[config.mk]
export PLATFORM = sky130hd
export DESIGN_NAME = kti_mul
export DESIGN_NICKNAME = d
export VERILOG_FILES = /design/src/rtl/core/kti_pkg.sv /design/src/rtl/core/kti_mul.sv
export SDC_FILE = /design/constraint.sdc
export NUM_CORES = 2
export LEC_CHECK = 0
export BUFFER_PORTS_ARGS = -buffer_cell sky130_fd_sc_hd__buf_4
export CAP_MARGIN = 40
export CELL_PAD_IN_SITES_DETAIL_PLACEMENT = 0
export CELL_PAD_IN_SITES_GLOBAL_PLACEMENT = 1
export CORE_ASPECT_RATIO = 1.25
export CORE_MARGIN = 5
export CORE_UTILIZATION = 40
export CTS_BUF_LIST = sky130_fd_sc_hd__clkbuf_8
export CTS_CLUSTER_DIAMETER = 100
export CTS_CLUSTER_SIZE = 14
export DETAILED_ROUTE_END_ITERATION = 10
export PLACE_DENSITY = 0.73
export REMOVE_ABC_BUFFERS = 1
export SLEW_MARGIN = 20
export SYNTH_ARGS = -nofsm -noshare
export SYNTH_HDL_FRONTEND = slang
export SYNTH_SLANG_ARGS = --single-unit
[constraint.sdc]
create_clock -name clk -period 8.27 [get_ports clk]
set_clock_uncertainty 0.05 [all_clocks]
set_input_delay 0.4135 -clock clk [delete_from_list [all_inputs] [get_ports clk]]
set_output_delay 0.4135 -clock clk [all_outputs]
set_load 0.02 [all_outputs]
[src/rtl/core/kti_pkg.sv]
// Shared types, constants and saturating fixed-point helpers for the knot
// table interpolator. Used by every module in rtl/core; depends on nothing.
package kti_pkg;

  localparam int MAX_KNOTS = 64;
  localparam int ADDR_W    = $clog2(MAX_KNOTS);
  localparam int CNT_W     = ADDR_W + 1;
  localparam int DATA_W    = 32;
  localparam int FRAC_W    = 16;
  localparam int WIDE_W    = DATA_W + FRAC_W;

  localparam logic signed [DATA_W-1:0] VMAX = {1'b0, {(DATA_W-1){1'b1}}};
  localparam logic signed [DATA_W-1:0] VMIN = {1'b1, {(DATA_W-1){1'b0}}};
  localparam logic signed [DATA_W-1:0] ONE  = DATA_W'(1) << FRAC_W;

  localparam logic [1:0] OP_CLEAR  = 2'd0;
  localparam logic [1:0] OP_APPEND = 2'd1;
  localparam logic [1:0] OP_EVAL   = 2'd2;

  localparam logic [1:0] ST_OK      = 2'd0;
  localparam logic [1:0] ST_FULL    = 2'd1;
  localparam logic [1:0] ST_NOT_INC = 2'd2;

  localparam logic [1:0] MODE_STEP   = 2'd0;
  localparam logic [1:0] MODE_LINEAR = 2'd1;
  localparam logic [1:0] MODE_CUBIC  = 2'd2;

  localparam logic [1:0] SGN_ZERO = 2'd0;
  localparam logic [1:0] SGN_POS  = 2'd1;
  localparam logic [1:0] SGN_NEG  = 2'd2;

  typedef logic signed [DATA_W-1:0] num_t;

  // Request bundle from the sequencer to the knot/tangent memories.
  typedef struct packed {
    logic              knot_we;
    logic              tan_we;
    logic [ADDR_W-1:0] waddr;
    num_t              wtime;
    num_t              wvalue;
    num_t              wtan;
    logic [ADDR_W-1:0] raddr;
  } tbl_req_t;

  function automatic num_t sat_add(input num_t a, input num_t b);
    logic signed [DATA_W:0] s;
    s = {a[DATA_W-1], a} + {b[DATA_W-1], b};
    if (s[DATA_W] != s[DATA_W-1]) return s[DATA_W] ? VMIN : VMAX;
    return s[DATA_W-1:0];
  endfunction

  function automatic num_t sat_sub(input num_t a, input num_t b);
    logic signed [DATA_W:0] s;
    s = {a[DATA_W-1], a} - {b[DATA_W-1], b};
    if (s[DATA_W] != s[DATA_W-1]) return s[DATA_W] ? VMIN : VMAX;
    return s[DATA_W-1:0];
  endfunction

  function automatic num_t twice(input num_t a);
    return sat_add(a, a);
  endfunction

  function automatic num_t thrice(input num_t a);
    return sat_add(sat_add(a, a), a);
  endfunction

  function automatic num_t sat_abs(input num_t a);
    return a[DATA_W-1] ? sat_sub('0, a) : a;
  endfunction

  function automatic logic [1:0] sgn(input num_t a);
    if (a == '0) return SGN_ZERO;
    return a[DATA_W-1] ? SGN_NEG : SGN_POS;
  endfunction

  function automatic logic [DATA_W-1:0] mag(input num_t a);
    return a[DATA_W-1] ? (~a + DATA_W'(1)) : a;
  endfunction

  // Signed result from an unsigned magnitude, saturated to the number range.
  function automatic num_t from_mag(input logic [WIDE_W-1:0] m, input logic neg);
    logic [DATA_W-1:0] lo;
    lo = m[DATA_W-1:0];
    if (neg) begin
      if (m > WIDE_W'({1'b1, {(DATA_W-1){1'b0}}})) return VMIN;
      return ~lo + DATA_W'(1);
    end
    if (m > WIDE_W'(VMAX)) return VMAX;
    return lo;
  endfunction

endpackage

[src/rtl/core/kti_mul.sv]
// Two-stage saturating fixed-point multiplier (magnitudes, then product).
// Depends on kti_pkg.
module kti_mul (
  input  logic          clk,
  input  logic          rst_n,
  input  logic          start,
  input  kti_pkg::num_t a,
  input  kti_pkg::num_t b,
  output logic          done,
  output kti_pkg::num_t q
);

  logic [kti_pkg::DATA_W-1:0]   ma_r, mb_r;
  logic                         neg1_r, neg2_r, v1_r, v2_r;
  logic [2*kti_pkg::DATA_W-1:0] prod_r;

  always_ff @(posedge clk) begin
    if (!rst_n) begin
      v1_r <= 1'b0;
      v2_r <= 1'b0;
    end else begin
      v1_r <= start;
      v2_r <= v1_r;
    end
    ma_r   <= kti_pkg::mag(a);
    mb_r   <= kti_pkg::mag(b);
    neg1_r <= a[kti_pkg::DATA_W-1] ^ b[kti_pkg::DATA_W-1];
    if (v1_r) begin
      prod_r <= ma_r * mb_r;
      neg2_r <= neg1_r;
    end
  end

  assign done = v2_r;
  assign q    = kti_pkg::from_mag(
      prod_r[2*kti_pkg::DATA_W-1:kti_pkg::FRAC_W], neg2_r);

endmodule

Word level (Yosys, flattened, before mapping)
Cells that the tools add are included.
W data, S select, Z words.
{"block": "op_classes", "addsub": 3, "n_mul": 1, "div_mod_pow": 0, "magnitude_cmp": 2, "eq_ne": 0, "n_shift": 0, "muxes": 13, "bitwise_logic": 4, "reduce_logical": 0}
{"cell": "$mux W32", "count": 6}
{"cell": "$not A32 Y32", "count": 3}
{"cell": "$add A32 B2 Y32 const B", "count": 2}
{"cell": "$mul A32 B32 Y64", "count": 1}
{"cell": "$mux W31", "count": 2}
{"cell": "$gt A48 B31 Y1 const B", "count": 1}
{"cell": "$gt A48 B32 Y1 const B", "count": 1}
{"cell": "$add A32 B1 Y32 const B", "count": 1}
{"cell": "$mux W1", "count": 5}
{"cell": "$xor A1 B1 Y1", "count": 1}
{"block": "totals", "register_bits": 132, "latchBits": 0, "mem_bits_rw": 0, "mem_bits_ro": 0, "inputBits": 67, "memories": 0}

Longest topological paths before layout
{"block": "logic_depth", "word_depth": 8, "mapped_depth": 29, "ltp_nobuf": 27}

Worst setup path after synthesis
OpenSTA, ideal clock, no wires.
{"block": "synth_timing", "path_type": "register -> register", "from": "register mb_r[9] in the netlist's numbering", "to": "register prod_r[54] in the netlist's numbering (data pin)", "setup_time_ns": 0.266, "arrival_time_ns": 6.982, "required_ns": 7.954, "path_slack_ns": 0.972, "path_stages_with_launch": 26, "path_buffers": 2, "synth_period_minus_slack_ns": 7.298, "cell_sequence": "dfxtp_1 -> clkbuf_1 -> and2_1 -> fa_1 -> fa_1 -> inv_1 -> fa_1 -> fa_1 -> inv_1 -> fa_1 -> fa_1 -> fa_1 -> inv_1 -> fa_1 -> inv_1 -> ha_1 -> clkbuf_1 -> a21o_1 -> a21o_1 -> a21oi_1 -> o21ai_0 -> a21oi_1 -> o21a_1 -> o41ai_1 -> a21boi_0 -> xnor2_1"}
{"block": "synth_via", "elab_chain_cells": 1}
{"element": "start: declaration", "line_no": "kti_mul.sv:13", "rtl": "logic [kti_pkg::DATA_W-1:0] ma_r, mb_r;"}
{"element": "start signal: assignment", "line_no": "kti_mul.sv:26", "rtl": "mb_r <= kti_pkg::mag(b);"}
{"element": "$mul A32 B32 Y64", "line_no": "kti_mul.sv:29", "rtl": "prod_r <= ma_r * mb_r;"}
{"element": "end signal: assignment", "line_no": "kti_mul.sv:29"}
{"element": "end: declaration", "line_no": "kti_mul.sv:15", "rtl": "logic [2*kti_pkg::DATA_W-1:0] prod_r;"}
No other way between the ends.
A chain may end at the register's enable or synchronous reset.

Worst setup path after layout
{"block": "layout_timing", "from": "register ma_r[13] in the netlist's numbering", "to": "register prod_r[48] in the netlist's numbering (data pin)"}
{"block": "layout_via", "elab_chain_cells": 1}
{"element": "start: declaration", "line_no": "kti_mul.sv:13"}
{"element": "start signal: assignment", "line_no": "kti_mul.sv:25", "rtl": "ma_r <= kti_pkg::mag(a);"}
{"element": "$mul A32 B32 Y64", "line_no": "kti_mul.sv:29"}
No other way between the ends.

==> impl_metrics.tcl <==
set metrics [dict create \
    top_usage_layer "met2" \
    synthFlopType "dfxtp_1" \
    endpoint_kind "register" \
    core_um2 94600 \
    post-route-period-util_pct 94.9 \
    initial_core_util_pct 40.4 \
    ios 100 \
    met2_usage_pct 39.8 \
    root_buffer "clkbuf_8" \
    hpwl_mm 89.2 \
    die_area_um2 102000 \
    gr-total-overflow 0 \
    grt_pass1_wl_mm 170 \
    critPathTopFamily "adder cells" \
    ys_seq_area_share_pct 7.36 \
    syn_inst 4160 \
    routedWlPerCell_um 19.6 \
    synth_area_leaders "fa_1 47%, and2_1 9.8%, inv_1 8.9%, ha_1 8.6%, nand2_1 5.0%" \
    first_pass_iters 5 \
    cts_tree "yes" \
    hold_class "primary input to register" \
    yosys_warnings 0 \
    setup-tns-final_ps 0 \
    drc 0 \
    slowest_delay_ps 620 \
    path_buf_inv 6 \
    num_rows 126 \
    grt_max_degree 51 \
    dieWidth_um 286 \
    use_met3_pct 1.84 \
    cp-start-kind "register" \
    synth_edf_count 49 \
    postSynthAreaPerCell_um2 9.19 \
    cts_setup_buffers 0 \
    slew_headroom_pct 45.1 \
    drv_cap 0 \
    grt_use_total_pct 21.4 \
    routed_via_density 5.10 \
    areaGrowthSynthToFinish_pct 7.85 \
    finalNetCount 5408 \
    worst-setup-path-type "register to register" \
    async_reset_ff_share_pct 0 \
    nFillCells 9425 \
    yosysMostFrequentCell "inv_1" \
    synth_seq_cells 116 \
    crit_top_cell "fa_1" \
    via_count 27600 \
    synth_commonest_cells "902 x inv_1, 895 x fa_1, 598 x and2_1, 513 x nand2_1, 263 x ha_1" \
    netlist_area_um2 38200 \
    final.min_clock_period_ps 7850 \
    grt_pass1_vias 30200 \
    cts_made_buffers 17 \
    fmax_mhz 127 \
    die_height_um 356 \
    cts.htree.levels 4 \
    hold_viol 0 \
    clock_path_buffers 2 \
    worstMarginPinSlew_ps 810 \
    clkSinkCount 116 \
    synth_top_area_share_pct 46.9 \
    use_met1_pct 25.5 \
    report.final.setup_viol 0 \
    critPathMaxFanout 15 \
    gp_congestion 0.855 \
    routed_wl_mm 106 \
    synth_top_area_cell "fa_1" \
    required_ps 8460 \
    io_buffers 99 \
    ys_types 66 \
    drv_slew 0 \
    antenna_found_initial 1 \
    slowest_stage "fa_1" \
    path_clk_slew_ps 80 \
    critPathArrivalTime_ps 8030 \
    status "completed" \
    post-route-util_pct 43.6 \
    rsz0062_at_grt "false" \
    drive_gt1_share_pct 7.01 \
    clock_latency_ps 510 \
    first_iter_violations 1338 \
    antenna_left 0 \
]
[worst paths after layout]
| check | startpoint | endpoint | slack, ps | cells past startpoint |
|---|---|---|---|---|
| min | b[24] | mb_r[24] | 50 | 2 |
| max | ma_r[13] | prod_r[48] | 420 | 25 |
| min reg2reg | neg1_r | neg2_r | 340 | 0 |
| max reg2reg | ma_r[13] | prod_r[48] | 420 | 25 |
[through the flow]
step | hold slack (ps) | setup WS, ps | instance area, um^2 | instances
global placement | 340 | 6.53 | 40600 | 5366
global route | 20.3 | 9.20 | 41200 | 5412
CTS | 0.459 | 72.1 | 41200 | 5410
finish | 53.9 | 423 | 41200 | 5412
detailed placement | 341 | 59.3 | 40600 | 5366
floorplan | 336 | 952 | 37300 | 3920
[final cells by class]
type                            count  area, um^2  area share, %
Sequential cell                   116        2840           6.88
Multi-Input combinational cell   2902       31100           75.5
Timing Repair Buffer              244        1920           4.66
Inverter                          902        3390           8.21
Antenna cell                        1        2.50        0.00607
Clock buffer                       20         275          0.668
Clock inverter                     11         158          0.382
Tap cell                         1216        1520           3.69
[logic make-up (layout without fill, tap and decap cells)]
family	Yosys count	after routing	synth area share, %
mux	2	2	0.0557
other cells	0	1	0
xor+xnor	110	110	2.52
buf+inv	1142	1177	11.2
fa+ha+maj	1158	1158	55.5
simple gates	1312	1312	17.9
flops	116	116	7.36
compound gates	320	320	5.44
[flip-flops by register name, indices dropped and copies added (netlist names)]
name / count
prod_r: 48
ma_r: 32
mb_r: 32
done: 1
neg1_r: 1
neg2_r: 1
v1_r: 1
[cell usage in the layout, fill, tap and decap left out, types with 9 or more instances in the layout]
master         instances
clkbuf_8              20
o211a_1               12
and2_1               598
dfxtp_2               18
dlygate4sd3_1         13
nor2_1                47
a21o_1                35
inv_1                904
nand3_1               18
or3_1                 26
xnor2_1               85
dfxtp_1               49
nand2_1              513
and3_1                 9
a31oi_1               18
a21oi_1               74
o21ai_0               69
o21bai_1              14
o21ai_1               14
o41ai_1                9
nor4_1                13
fa_1                 895
or4_1                  9
ha_1                 263
o31ai_1               16
nor3_1                12
nand4_1               30
a211o_1               11
xor2_1                25
edfxtp_1              49
buf_4                226
[what timing repair did]
item | 4_1_cts | 5_1_grt
endpoints found under the setup margin | 2 | 14
hold buffers | 13 | 0
resized for setup | 1 | 19
endpoints found under the hold margin | 13 | 0
[metal layers]
| layer | wire [um] | part of all wire, % |
|---|---|---|
| met1 | 41300 | 39 |
| met2 | 57400 | 54 |
| met3 | 3060 | 2.9 |
| met4 | 4360 | 4.1 |
| met5 | 0 | 0 |
Power is not shown: default switching activity piles up to over one toggle a cycle in this logic, so the estimate is an artifact.
