### src/rtl/core/kti_pkg.sv
// Shared types, constants and saturating fixed-point helpers for the knot
// table interpolator. Used by every module in rtl/core; depends on nothing.
package kti_pkg;

  localparam int MAX_KNOTS = 64;
  localparam int ADDR_W    = $clog2(MAX_KNOTS);
  localparam int CNT_W     = ADDR_W + 1;
  localparam int DATA_W    = 32;
  localparam int FRAC_W    = 16;
  localparam int WIDE_W    = DATA_W + FRAC_W;

  localparam logic signed [DATA_W-1:0] VMAX = {1'b0, {(DATA_W-1){1'b1}}};
  localparam logic signed [DATA_W-1:0] VMIN = {1'b1, {(DATA_W-1){1'b0}}};
  localparam logic signed [DATA_W-1:0] ONE  = DATA_W'(1) << FRAC_W;

  localparam logic [1:0] OP_CLEAR  = 2'd0;
  localparam logic [1:0] OP_APPEND = 2'd1;
  localparam logic [1:0] OP_EVAL   = 2'd2;

  localparam logic [1:0] ST_OK      = 2'd0;
  localparam logic [1:0] ST_FULL    = 2'd1;
  localparam logic [1:0] ST_NOT_INC = 2'd2;

  localparam logic [1:0] MODE_STEP   = 2'd0;
  localparam logic [1:0] MODE_LINEAR = 2'd1;
  localparam logic [1:0] MODE_CUBIC  = 2'd2;

  localparam logic [1:0] SGN_ZERO = 2'd0;
  localparam logic [1:0] SGN_POS  = 2'd1;
  localparam logic [1:0] SGN_NEG  = 2'd2;

  typedef logic signed [DATA_W-1:0] num_t;

  // Request bundle from the sequencer to the knot/tangent memories.
  typedef struct packed {
    logic              knot_we;
    logic              tan_we;
    logic [ADDR_W-1:0] waddr;
    num_t              wtime;
    num_t              wvalue;
    num_t              wtan;
    logic [ADDR_W-1:0] raddr;
  } tbl_req_t;

  function automatic num_t sat_add(input num_t a, input num_t b);
    logic signed [DATA_W:0] s;
    s = {a[DATA_W-1], a} + {b[DATA_W-1], b};
    if (s[DATA_W] != s[DATA_W-1]) return s[DATA_W] ? VMIN : VMAX;
    return s[DATA_W-1:0];
  endfunction

  function automatic num_t sat_sub(input num_t a, input num_t b);
    logic signed [DATA_W:0] s;
    s = {a[DATA_W-1], a} - {b[DATA_W-1], b};
    if (s[DATA_W] != s[DATA_W-1]) return s[DATA_W] ? VMIN : VMAX;
    return s[DATA_W-1:0];
  endfunction

  function automatic num_t twice(input num_t a);
    return sat_add(a, a);
  endfunction

  function automatic num_t thrice(input num_t a);
    return sat_add(sat_add(a, a), a);
  endfunction

  function automatic num_t sat_abs(input num_t a);
    return a[DATA_W-1] ? sat_sub('0, a) : a;
  endfunction

  function automatic logic [1:0] sgn(input num_t a);
    if (a == '0) return SGN_ZERO;
    return a[DATA_W-1] ? SGN_NEG : SGN_POS;
  endfunction

  function automatic logic [DATA_W-1:0] mag(input num_t a);
    return a[DATA_W-1] ? (~a + DATA_W'(1)) : a;
  endfunction

  // Signed result from an unsigned magnitude, saturated to the number range.
  function automatic num_t from_mag(input logic [WIDE_W-1:0] m, input logic neg);
    logic [DATA_W-1:0] lo;
    lo = m[DATA_W-1:0];
    if (neg) begin
      if (m > WIDE_W'({1'b1, {(DATA_W-1){1'b0}}})) return VMIN;
      return ~lo + DATA_W'(1);
    end
    if (m > WIDE_W'(VMAX)) return VMAX;
    return lo;
  endfunction

endpackage

### src/rtl/core/kti_div.sv
// Restoring fixed-point divider, one quotient bit per cycle, saturating.
// Depends on kti_pkg.
module kti_div (
  input  logic          clk,
  input  logic          rst_n,
  input  logic          start,
  input  kti_pkg::num_t a,
  input  kti_pkg::num_t b,
  output logic          done,
  output kti_pkg::num_t q
);

  localparam int CW = $clog2(kti_pkg::WIDE_W);

  logic                         busy_r, done_r, neg_r;
  logic [CW-1:0]                cnt_r;
  logic [kti_pkg::DATA_W-1:0]   rem_r, d_r;
  logic [kti_pkg::WIDE_W-1:0]   nq_r;
  kti_pkg::num_t                q_r;

  logic [kti_pkg::DATA_W:0]     rem_sh, rem_sub;
  logic                         ge;
  logic [kti_pkg::WIDE_W-1:0]   nq_new;

  always_comb begin
    rem_sh  = {rem_r, nq_r[kti_pkg::WIDE_W-1]};
    rem_sub = rem_sh - {1'b0, d_r};
    ge      = rem_sh >= {1'b0, d_r};
    nq_new  = {nq_r[kti_pkg::WIDE_W-2:0], ge};
  end

  always_ff @(posedge clk) begin
    if (!rst_n) begin
      busy_r <= 1'b0;
      done_r <= 1'b0;
    end else begin
      done_r <= 1'b0;
      if (start) begin
        if (b == '0) begin
          done_r <= 1'b1;
        end else begin
          busy_r <= 1'b1;
        end
      end else if (busy_r && cnt_r == '0) begin
        busy_r <= 1'b0;
        done_r <= 1'b1;
      end
    end
    if (start) begin
      if (a == '0)      q_r <= '0;
      else if (a[kti_pkg::DATA_W-1]) q_r <= kti_pkg::VMIN;
      else              q_r <= kti_pkg::VMAX;
      d_r   <= kti_pkg::mag(b);
      neg_r <= a[kti_pkg::DATA_W-1] ^ b[kti_pkg::DATA_W-1];
      nq_r  <= {kti_pkg::mag(a), {kti_pkg::FRAC_W{1'b0}}};
      rem_r <= '0;
      cnt_r <= CW'(kti_pkg::WIDE_W - 1);
    end else if (busy_r) begin
      rem_r <= ge ? rem_sub[kti_pkg::DATA_W-1:0] : rem_sh[kti_pkg::DATA_W-1:0];
      nq_r  <= nq_new;
      cnt_r <= cnt_r - CW'(1);
      if (cnt_r == '0) q_r <= kti_pkg::from_mag(nq_new, neg_r);
    end
  end

  assign done = done_r;
  assign q    = q_r;

endmodule

### config.mk
export PLATFORM = sky130hd
export DESIGN_NAME = kti_div
export DESIGN_NICKNAME = d
export VERILOG_FILES = /design/src/rtl/core/kti_pkg.sv /design/src/rtl/core/kti_div.sv
export SDC_FILE = /design/constraint.sdc
export NUM_CORES = 1
export LEC_CHECK = 0
export ABC_AREA = 1
export BUFFER_PORTS_ARGS = -buffer_cell sky130_fd_sc_hd__clkbuf_2
export CAP_MARGIN = 20
export CORE_UTILIZATION = 60
export CTS_CLUSTER_SIZE = 24
export DETAILED_ROUTE_END_ITERATION = 6
export GPL_TIMING_DRIVEN = 0
export PLACE_DENSITY = 0.88
export SLEW_MARGIN = 20
export SYNTH_ARGS = -nofsm -noshare
export SYNTH_HDL_FRONTEND = slang
export SYNTH_SLANG_ARGS = --single-unit
### constraint.sdc
create_clock -name clk -period 7.5 [get_ports clk]
set_clock_uncertainty 0.1 [all_clocks]
set_input_delay 1.875 -clock clk [delete_from_list [all_inputs] [get_ports clk]]
set_output_delay 1.875 -clock clk [all_outputs]
set_load 0.01 [all_outputs]
[Word level (Yosys, flattened, before mapping)]
Cells that the tools add are included.
Storage, ports and cells
  bits in registers: 153
  input port bits: 67
  logic and storage cells: 68
Operators by class
  add/subtract/negate cells: 5
  magnitude comparators: 3
  equal/unequal tests: 1
  mux-type cells: 36
  bitwise gates (word level): 4
  reductions and logical operators: 9
Operators by type and width (count)
  two-way mux 32 bit: 13
  two-way mux 48 bit: 2
  NOT 32 bit: 3
  adder 32 x 2 -> 32 bit, second input constant: 2
  zero test 32 bit: 2
  > comparator 48 x 31 -> 1 bit, second input constant: 1
  > comparator 48 x 32 -> 1 bit, second input constant: 1
  greater-or-equal comparator 33 x 32 -> 1 bit: 1
  adder 32 x 1 -> 32 bit, second input constant: 1
  subtractor 32 bit: 1
  two-way mux 31 bit: 1
  two-way mux 1 bit: 20
  zero test 6 bit: 1
  nonzero test 2 bit: 3
  subtractor 6 x 1 -> 6 bit, second input constant: 1
  AND reduction 2 bit: 2
  inequality test 2 bit, second input constant: 1
  logical AND 1 bit: 1
  XOR 1 bit: 1

[Longest topological paths before layout]
Gate-level depths: netlist of run 1.
  depth after elaboration: 15
  mapped depth: 30

[Worst setup path after synthesis of run 1]
OpenSTA, ideal clock, no wires.
  kind: input -> register
  start point: input port start
  end point: register nq_r[16] in the netlist's numbering, enable pin
  setup time: 0.409 ns
  arrival time: 3.528 ns
  slack: 3.463 ns
  stages: 4
  buffers on the path: 2
  cell sequence: clkbuf_1 > nor2_1 > inv_1 > buf_1
Between the ends
  cells in the longest elaborated chain, start to end: 1
RTL lines
  start, declared: RTL line kti_div.sv:6  | input logic start,
  nonzero test 2 bit (no line)
  end signal, assigned: RTL line kti_div.sv:55  | nq_r <= {kti_pkg::mag(a), {kti_pkg::FRAC_W{1'b0}}};
  end signal, assigned: RTL line kti_div.sv:60  | nq_r <= nq_new;
  end, declared: RTL line kti_div.sv:18  | logic [kti_pkg::WIDE_W-1:0] nq_r;
No other way between the ends.
A chain may end at the register's enable or synchronous reset.

[Final worst setup path of run 1]
  start point: register d_r[10] in the netlist's numbering
  end point: register q_r[31] (netlist: q[31]) (data pin)
Between the ends
  cells in the longest elaborated chain, start to end: 15
  elaborated cells between the ends (all ways): 23
RTL lines
  start, declared: RTL line kti_div.sv:17  | logic [kti_pkg::DATA_W-1:0] rem_r, d_r;
  start signal, assigned: RTL line kti_div.sv:53  | d_r <= kti_pkg::mag(b);
  greater-or-equal comparator 33 x 32 -> 1 bit *: RTL line kti_div.sv:28  | ge = rem_sh >= {1'b0, d_r};
  > comparator 48 x 32 -> 1 bit: RTL line kti_pkg.sv:85  | if (m > WIDE_W'({1'b1, {(DATA_W-1){1'b0}}})) return VMIN;
  two-way mux 1 bit: RTL line kti_pkg.sv:85
  two-way mux 1 bit: RTL line kti_pkg.sv:84  | if (neg) begin
  two-way mux 1 bit: RTL line kti_div.sv:62  | if (cnt_r == '0) q_r <= kti_pkg::from_mag(nq_new, neg_r);
  two-way mux 1 bit: RTL line kti_div.sv:58  | end else if (busy_r) begin
  two-way mux 1 bit: RTL line kti_div.sv:49  | if (start) begin
  two-way mux 32 bit: RTL line kti_pkg.sv:86  | return ~lo + DATA_W'(1);
  two-way mux 32 bit: RTL line kti_pkg.sv:84
  two-way mux 32 bit: RTL line kti_pkg.sv:88  | if (m > WIDE_W'(VMAX)) return VMAX;
  two-way mux 32 bit: RTL line kti_pkg.sv:89  | return lo;
  two-way mux 32 bit *: RTL line kti_pkg.sv:88
  two-way mux 32 bit *: RTL line kti_div.sv:62
  two-way mux 32 bit *: RTL line kti_div.sv:58
  two-way mux 32 bit *: RTL line kti_div.sv:49
  end signal, assigned: RTL line kti_div.sv:51  | else if (a[kti_pkg::DATA_W-1]) q_r <= kti_pkg::VMIN;
  end signal, assigned: RTL line kti_div.sv:52  | else q_r <= kti_pkg::VMAX;
  end signal, assigned: RTL line kti_div.sv:62
  end, declared: RTL line kti_div.sv:19  | kti_pkg::num_t q_r;
Mark *: on every way between the ends. The rest lies on a longest branch, timed or not. The select of a mux whose other input is x is not followed.

==> qor.csv, run 1 <==
metric,value,unit
status,"complete, no violations",
cp.required,7570,ps
cts_hold_buf,0,
final_net_count,1692,
p_leak,5.500,nW
area_delta_synth_final,13.08,%
netlist-cell-type-count,47,
path_common_cell,nand2_2,
synth_area,0.01049,mm²
syn-instance-count,1468,
p_sw_share,29.75,%
grt_pass1_vias,9794,
finalHoldViolCount,0,
core,0.01682,mm²
clkSinkCount,153,
crit_path_max_fanout,10,
postCtsSetupBuffers,0,
grt_pass1_wl,46.51,mm
worst_slack,2914,ps
cts_resized,0,
synthMuxAreaShare,0,%
track_usage,33.25,%
hpwlAfterDp,22.20,mm
internal_power,0.001539,W
post_drt_via_cell_ratio,5.748,
p_switching,0.0006517,W
grt_max_degree,35,
p_seq_share,45.3,%
cp-start-kind,register,
endpoint_kind,register,
drcViolationCount,0,
fin_setup_tns,0,ps
clkTransAtPathRegs,70,ps
period_minus_slack,4586,ps
cts_max_level,4,
rrSetupSlack,2910,ps
numCtsBuffers,17,
stdcell_area,0.01186,mm²
initial_utilization,62.35,%
worstPathCellList,inv_1 -> ha_1 -> a21oi_1 -> o21ai_0 -> a21oi_1 -> nand2_1 -> nand2_2 -> nand2_2 -> inv_2 -> buf_2 -> ha_1 -> nand2_2 -> nor2_4 -> nand2_2 -> nor2_8 -> nand2_4 -> nor2_4 -> nand2_2 -> a21oi_4 -> inv_2 -> nand2_1 -> nand2_1 -> inv_1 -> a21oi_1,
die_area,0.01801,mm²
fin_crit_sh,61.15,%
antenna_left,0,
setup_viol,0,
synth-edff-count,97,
synthArstFlopShare,0,%
synth_xor_area_share,4.928,%
fp.dieH,134.2,µm
slowest_delay,450,ps
max-slew-margin-rel,47.09,%
dr.pass1.iters,7,
gr-total-overflow,0,
min_path_type,reg2reg,
tritoncts,yes,
portBuffers,99,
critPathKind,reg2reg,
synth_fa_ha_area_share,4.606,%
ys.flop_type,edfxtp_1,
cts_buffer_depth,2,
post-place-ws,2289,ps
cpMaxStageDelayCell,edfxtp_1,
wirelength,29.14,mm
ios,100,
antenna_found_initial,0,
placed_area,0.01128,mm²
place.gp.congestion,1.003,
cellPowerDensity,184.7,mW/mm²
cts_root_buf,clkbuf_16,
synth-compound-area-share,15.71,%
power_frac_clock,38.7,%
worstSkewPairLatency,440,ps
yosysWarnings,0,
fp.dieW,134.2,µm
rows,47,
synth_top_family_by_area,simple AND/OR/NAND/NOR gates,
rsz0062_at_grt,no,
p_comb_share,16.0,%
drv_slew,0,
diodes,0,
cap_violations,0,
worstPathArrival,4650,ps
synth_seq_cells,153,
wl_per_cell,16.01,µm
max_freq,218.0,MHz
synth-simple-area-share,26.92,%
drt_iter0_drc,1177,
worst_slew_pin_slew,793.7,ps
vias,10460,
syn_nets,1573,
yosysSeqAreaShare,38.47,%
drive_above_1_share,10.81,%
syn_avg_cell_area,7.143,µm²
ir_worst_vdd,176.5,µV
-- cell families (layout without fill, tap and decap cells) --
kind of cell	Yosys count	count (layout)
xor+xnor	59	59
simple gates	670	670
compound gates	300	300
fa+ha+maj	38	38
buf+inv	248	380
flops	153	153
-- power by group through the flow --
stage,Sequential [W],Clock [W],Combinational [W]
6_report,0.000992,0.000847,0.000351
5_1_grt,0.000997,0.000888,0.000389
3_3_place_gp,0.00101,0,0.000331
4_1_cts,0.000991,0.000852,0.000345
2_1_floorplan,0.00101,0,0.000219
3_5_place_dp,0.00101,0,0.000341
-- final timing paths --
kind,endpoint,cells after the start,startpoint
max,q[31],24,d_r[10]
min,rem_r[16],2,rem_r[16]
max reg2reg,q[31],24,d_r[10]
min reg2reg,rem_r[16],2,rem_r[16]
-- per-stage QoR --
stage	hold slack [ps]	instances	total power (W)	util (%)
CTS	374.6	1820	0.002187	70.49
detailed placement	363.7	1788	0.001349	67.06
finish	375.6	1820	0.002190	70.50
global route	398.3	1820	0.002273	70.50
global placement	357.6	1787	0.001336	66.93
floorplan	345.2	1468	0.001227	-
-- final cells by class --
| cell class | instances | area, µm² |
|---|---|---|
| Multi-Input combinational cell | 1067 | 5473 |
| Buffer | 45 | 221.5 |
| Tap cell | 220 | 275.3 |
| Fill cell | 1397 | 4961 |
| Timing Repair Buffer | 100 | 515.5 |
| Clock buffer | 18 | 450.4 |
| Sequential cell | 153 | 4034 |
| Clock inverter | 14 | 126.4 |
| Inverter | 203 | 762.0 |
-- registers in the layout, indices dropped and copies added (netlist names) --
register,count
rem_r,32
busy_r,1
neg_r,1
nq_r,48
d_r,32
cnt_r,6
done,1
q,32
-- Yosys cell counts (23+ instances only) --
cell,n,share of area (%)
nor3_1,23,1.1
nor2_1,163,5.8
edfxtp_1,97,28
clkbuf_1,27,0.97
a21oi_1,83,4.0
o21ai_0,127,6.1
o22ai_1,37,2.2
inv_1,197,7.1
ha_1,37,4.4
nand2_1,352,13
nand3_1,78,3.7
xor2_1,31,2.6
dfxtp_1,56,11
xnor2_1,28,2.3
-- per-layer routing --
metal / vias up / GRT usage, % / wire length (µm)
met4: 0 / 17.04 / 1139
met5: - / 0 / 0
met3: 104 / 6.992 / 2519
met1: 4652 / 39.14 / 11410
li1: 5113 / - / -
met2: 592 / 57.20 / 14070
-- placed cells by master, fill, tap and decap left out, types with 5 or more instances in the layout --
master	n
nand4_1	20
xor2_1	31
inv_1	197
o22ai_1	37
ha_1	37
o21bai_1	9
inv_6	5
nand2_1	351
nand3_1	78
nand2_2	6
dfxtp_1	56
a31oi_1	7
nor3_1	23
a21oi_1	83
nor2_1	163
o21ai_0	127
buf_2	6
a32o_1	5
nor4_1	9
clkbuf_2	99
edfxtp_1	97
clkbuf_16	18
xnor2_1	28
o21ai_1	19
clkbuf_1	27
-- worst max-delay path, delay by kind of cell, from the launching register on --
kind / cells / cell delay, ps
compound gates: 5 / 990
fa+ha+maj: 2 / 570
buf+inv: 5 / 830
flops: 1 / 450
simple gates: 12 / 1360
No activity file was read; power rests on OpenSTA's default activity.
==> run 2, diff against run 1 <==
--- a/config.mk
+++ b/config.mk
@@ -8,11 +8,11 @@
 export ABC_AREA = 1
 export BUFFER_PORTS_ARGS = -buffer_cell sky130_fd_sc_hd__clkbuf_2
 export CAP_MARGIN = 20
-export CORE_UTILIZATION = 60
+export CORE_UTILIZATION = 55
 export CTS_CLUSTER_SIZE = 24
 export DETAILED_ROUTE_END_ITERATION = 6
 export GPL_TIMING_DRIVEN = 0
-export PLACE_DENSITY = 0.88
+export PLACE_DENSITY = 0.85
 export SLEW_MARGIN = 20
 export SYNTH_ARGS = -nofsm -noshare
 export SYNTH_HDL_FRONTEND = slang
==> constraint.sdc (replaced) <==
create_clock -name clk -period 4.1 [get_ports clk]
set_clock_uncertainty 0.1 [all_clocks]
set_input_delay 1.025 -clock clk [delete_from_list [all_inputs] [get_ports clk]]
set_output_delay 1.025 -clock clk [all_outputs]
set_load 0.01 [all_outputs]
==> run 2 against run 1 <==
Effect of this change: clock power is 77% higher; count of clock-buffer cells in the layout stayed put; cell count is 0.99% higher; flip-flop and latch count stayed put; via count is 2.7% lower; global-route usage is 2.8 points lower; combinational power is 82% higher; highest routed layer unchanged; critical path type unchanged; register-to-register slack worse by 2700 ps; die area is 9.0% higher; sequential share of layout area is 0.19 points lower; critical path depth is 3 higher; worst setup slack worse by 2700 ps.
==> qor.csv, run 2 (same netlist as run 1, synthesis figures left out) <==
metric,value,unit
cellPowerDensity,331.6,mW/mm²
finalNonFillerCells,1838,
max_freq,258.7,MHz
fp.dieW,140.1,µm
place.gp.congestion,0.9677,
mostFrequentLayoutCells,"nand2_1 (350), inv_1 (196), nor2_1 (163), o21ai_0 (127), clkbuf_2 (99)",
diodes,0,
p_switching,0.001125,W
regMostFlops,nq_r,
rows,50,
wirelength,28.98,mm
area_delta_synth_final,13.70,%
placed_area,0.01130,mm²
ios,100,
die_area,0.01962,mm²
p_comb_share,16.2,%
p_sw_share,28.45,%
largest_reg_flops,48,
cts_root_buf,clkbuf_16,
dp_cells,1802,
crit_path_max_fanout,17,
reg2reg_to,q[31],
cp.required,4160,ps
drive_above_1_share,11.28,%
fp.dieH,140.1,µm
final_net_count,1696,
power_frac_clock,38.0,%
core,0.01871,mm²
finalPower,0.003953,W
grt_pass1_vias,9626,
p_leak,5.519,nW
cts_max_level,4,
max-slew-margin-rel,45.89,%
cts_hold_buf,0,
post_drt_via_cell_ratio,5.540,
critPathKind,reg2reg,
numCtsBuffers,17,
rrSetupSlack,230,ps
clkSinkCount,153,
antenna_found_initial,0,
min_path_type,reg2reg,
endpoint_kind,register,
antenna_left,0,
portBuffers,99,
whs_path_depth,2,
worst-r2r-cell-count,27,
regArea,0.004034,mm²
cp-start-kind,register,
tritoncts,yes,
drcViolationCount,0,
wl_per_cell,15.77,µm
worstReg2RegStart,d_r[3],
initial_utilization,56.06,%
hpwlAfterDp,22.45,mm
finalHoldViolCount,0,
worstSkewPairLatency,430,ps
ir_worst_vdd,292.3,µV
final_common_cell,nand2_1,
setup_viol,0,
internal_power,0.002828,W
holdPathEnd,rem_r[15],
track_usage,30.46,%
fin_crit_sh,94.28,%
period_minus_slack,3865,ps
whs,373.8,ps
rsz0062_at_grt,no,
grt_max_degree,35,
worst_slew_pin_slew,811.6,ps
cts_buffer_depth,2,
grt_pass1_wl,46.80,mm
stdcell_area,0.01192,mm²
multi_input_area,0.005493,mm²
worstPathArrival,3930,ps
cap_violations,0,
vias,10180,
n_fill_cell,1634,
drv_slew,0,
gr-total-overflow,0,
drt_iter0_drc,836,
status,"complete, no violations",
hp-start,rem_r[15],
dr.pass1.iters,6,
clkTransAtPathRegs,60,ps
p_seq_share,45.9,%
run 2: changes by cell type in the layout (fill, tap and decap cells not counted), moves of 2 or more:
cell	before	now
clkinv_2	0	3
clkinvlp_4	1	3
buf_4	4	8
inv_8	4	0
a21oi_1	83	81
a21oi_2	0	2
inv_6	5	3
inv_4	2	0
clkinv_4	2	4
run 2: cell type report:
class / count / area share [%]
Multi-Input combinational cell: 1067 / 46.07
Sequential cell: 153 / 33.83
Clock inverter: 14 / 1.039
Inverter: 203 / 6.433
Tap cell: 234 / 2.456
Buffer: 44 / 1.816
Timing Repair Buffer: 105 / 4.670
Clock buffer: 18 / 3.683
run 2: critical path: stages (launching register included):
cell and delay (ps):
edfxtp_1 390, inv_1 90, ha_1 270, nand2_1 110
inv_1 50, nand2_1 60, nand2_1 60, nand2_1 70
nand3_2 140, nand2_1 110, nand2_2 100, nand2_2 110
nand2_2 90, inv_6 160, ha_1 210, nand2_2 90
nor2_4 120, nand2_2 90, nor2_8 140, nand2_4 90
nor2_4 140, nand2_2 80, a21oi_4 250, inv_2 70
nand2_1 60, nand2_1 110, inv_2 120, a21oi_1 90
run 2: power groups by stage:
stage / Sequential, W / Clock [W] / Combinational (W)
floorplan: 0.00184 / 0 / 0.000401
detailed placement: 0.00184 / 0 / 0.000625
global placement: 0.00184 / 0 / 0.000614
global route: 0.00182 / 0.00158 / 0.000712
finish: 0.00181 / 0.00150 / 0.000639
CTS: 0.00181 / 0.00151 / 0.000630
run 2: what timing repair did:
item	CTS	global route
buffers inserted	4	1
gates resized for setup	6	5
endpoints found under the setup margin	32	32
pin swaps	2	3
run 2: how the worst max path moves through the flow:
stage | start | end | slack [ps] | cells past startpoint
finish | d_r[3] | q[31] | 230 | 27
global route | d_r[3] | q[31] | 1 | 27
CTS | d_r[8] | q[31] | 30 | 26
detailed placement | d_r[8] | q[31] | -360 | 26
global placement | start | nq_r[42] | -730 | 5
floorplan | d_r[8] | q[23] | 660 | 28
run 2: layer usage:
| layer | wire (µm) | track usage [%] | up-vias |
|---|---|---|---|
| met4 | 1026 | 14.57 | 0 |
| met5 | 0 | 0 | - |
| met3 | 1834 | 4.889 | 75 |
| met1 | 12230 | 37.67 | 4556 |
| met2 | 13890 | 51.92 | 430 |
| li1 | - | - | 5122 |
run 2: through the flow:
stage / setup slack (ps) / setup TNS (ps) / util (%)
after floorplan: 657.8 / 0 / -
after global placement: -733.9 / -36990 / 60.27
after detailed placement: -360.0 / -9828 / 60.39
after CTS: 26.11 / 0 / 63.68
after global routing: 1.353 / 0 / 63.74
final: 234.6 / 0 / 63.74
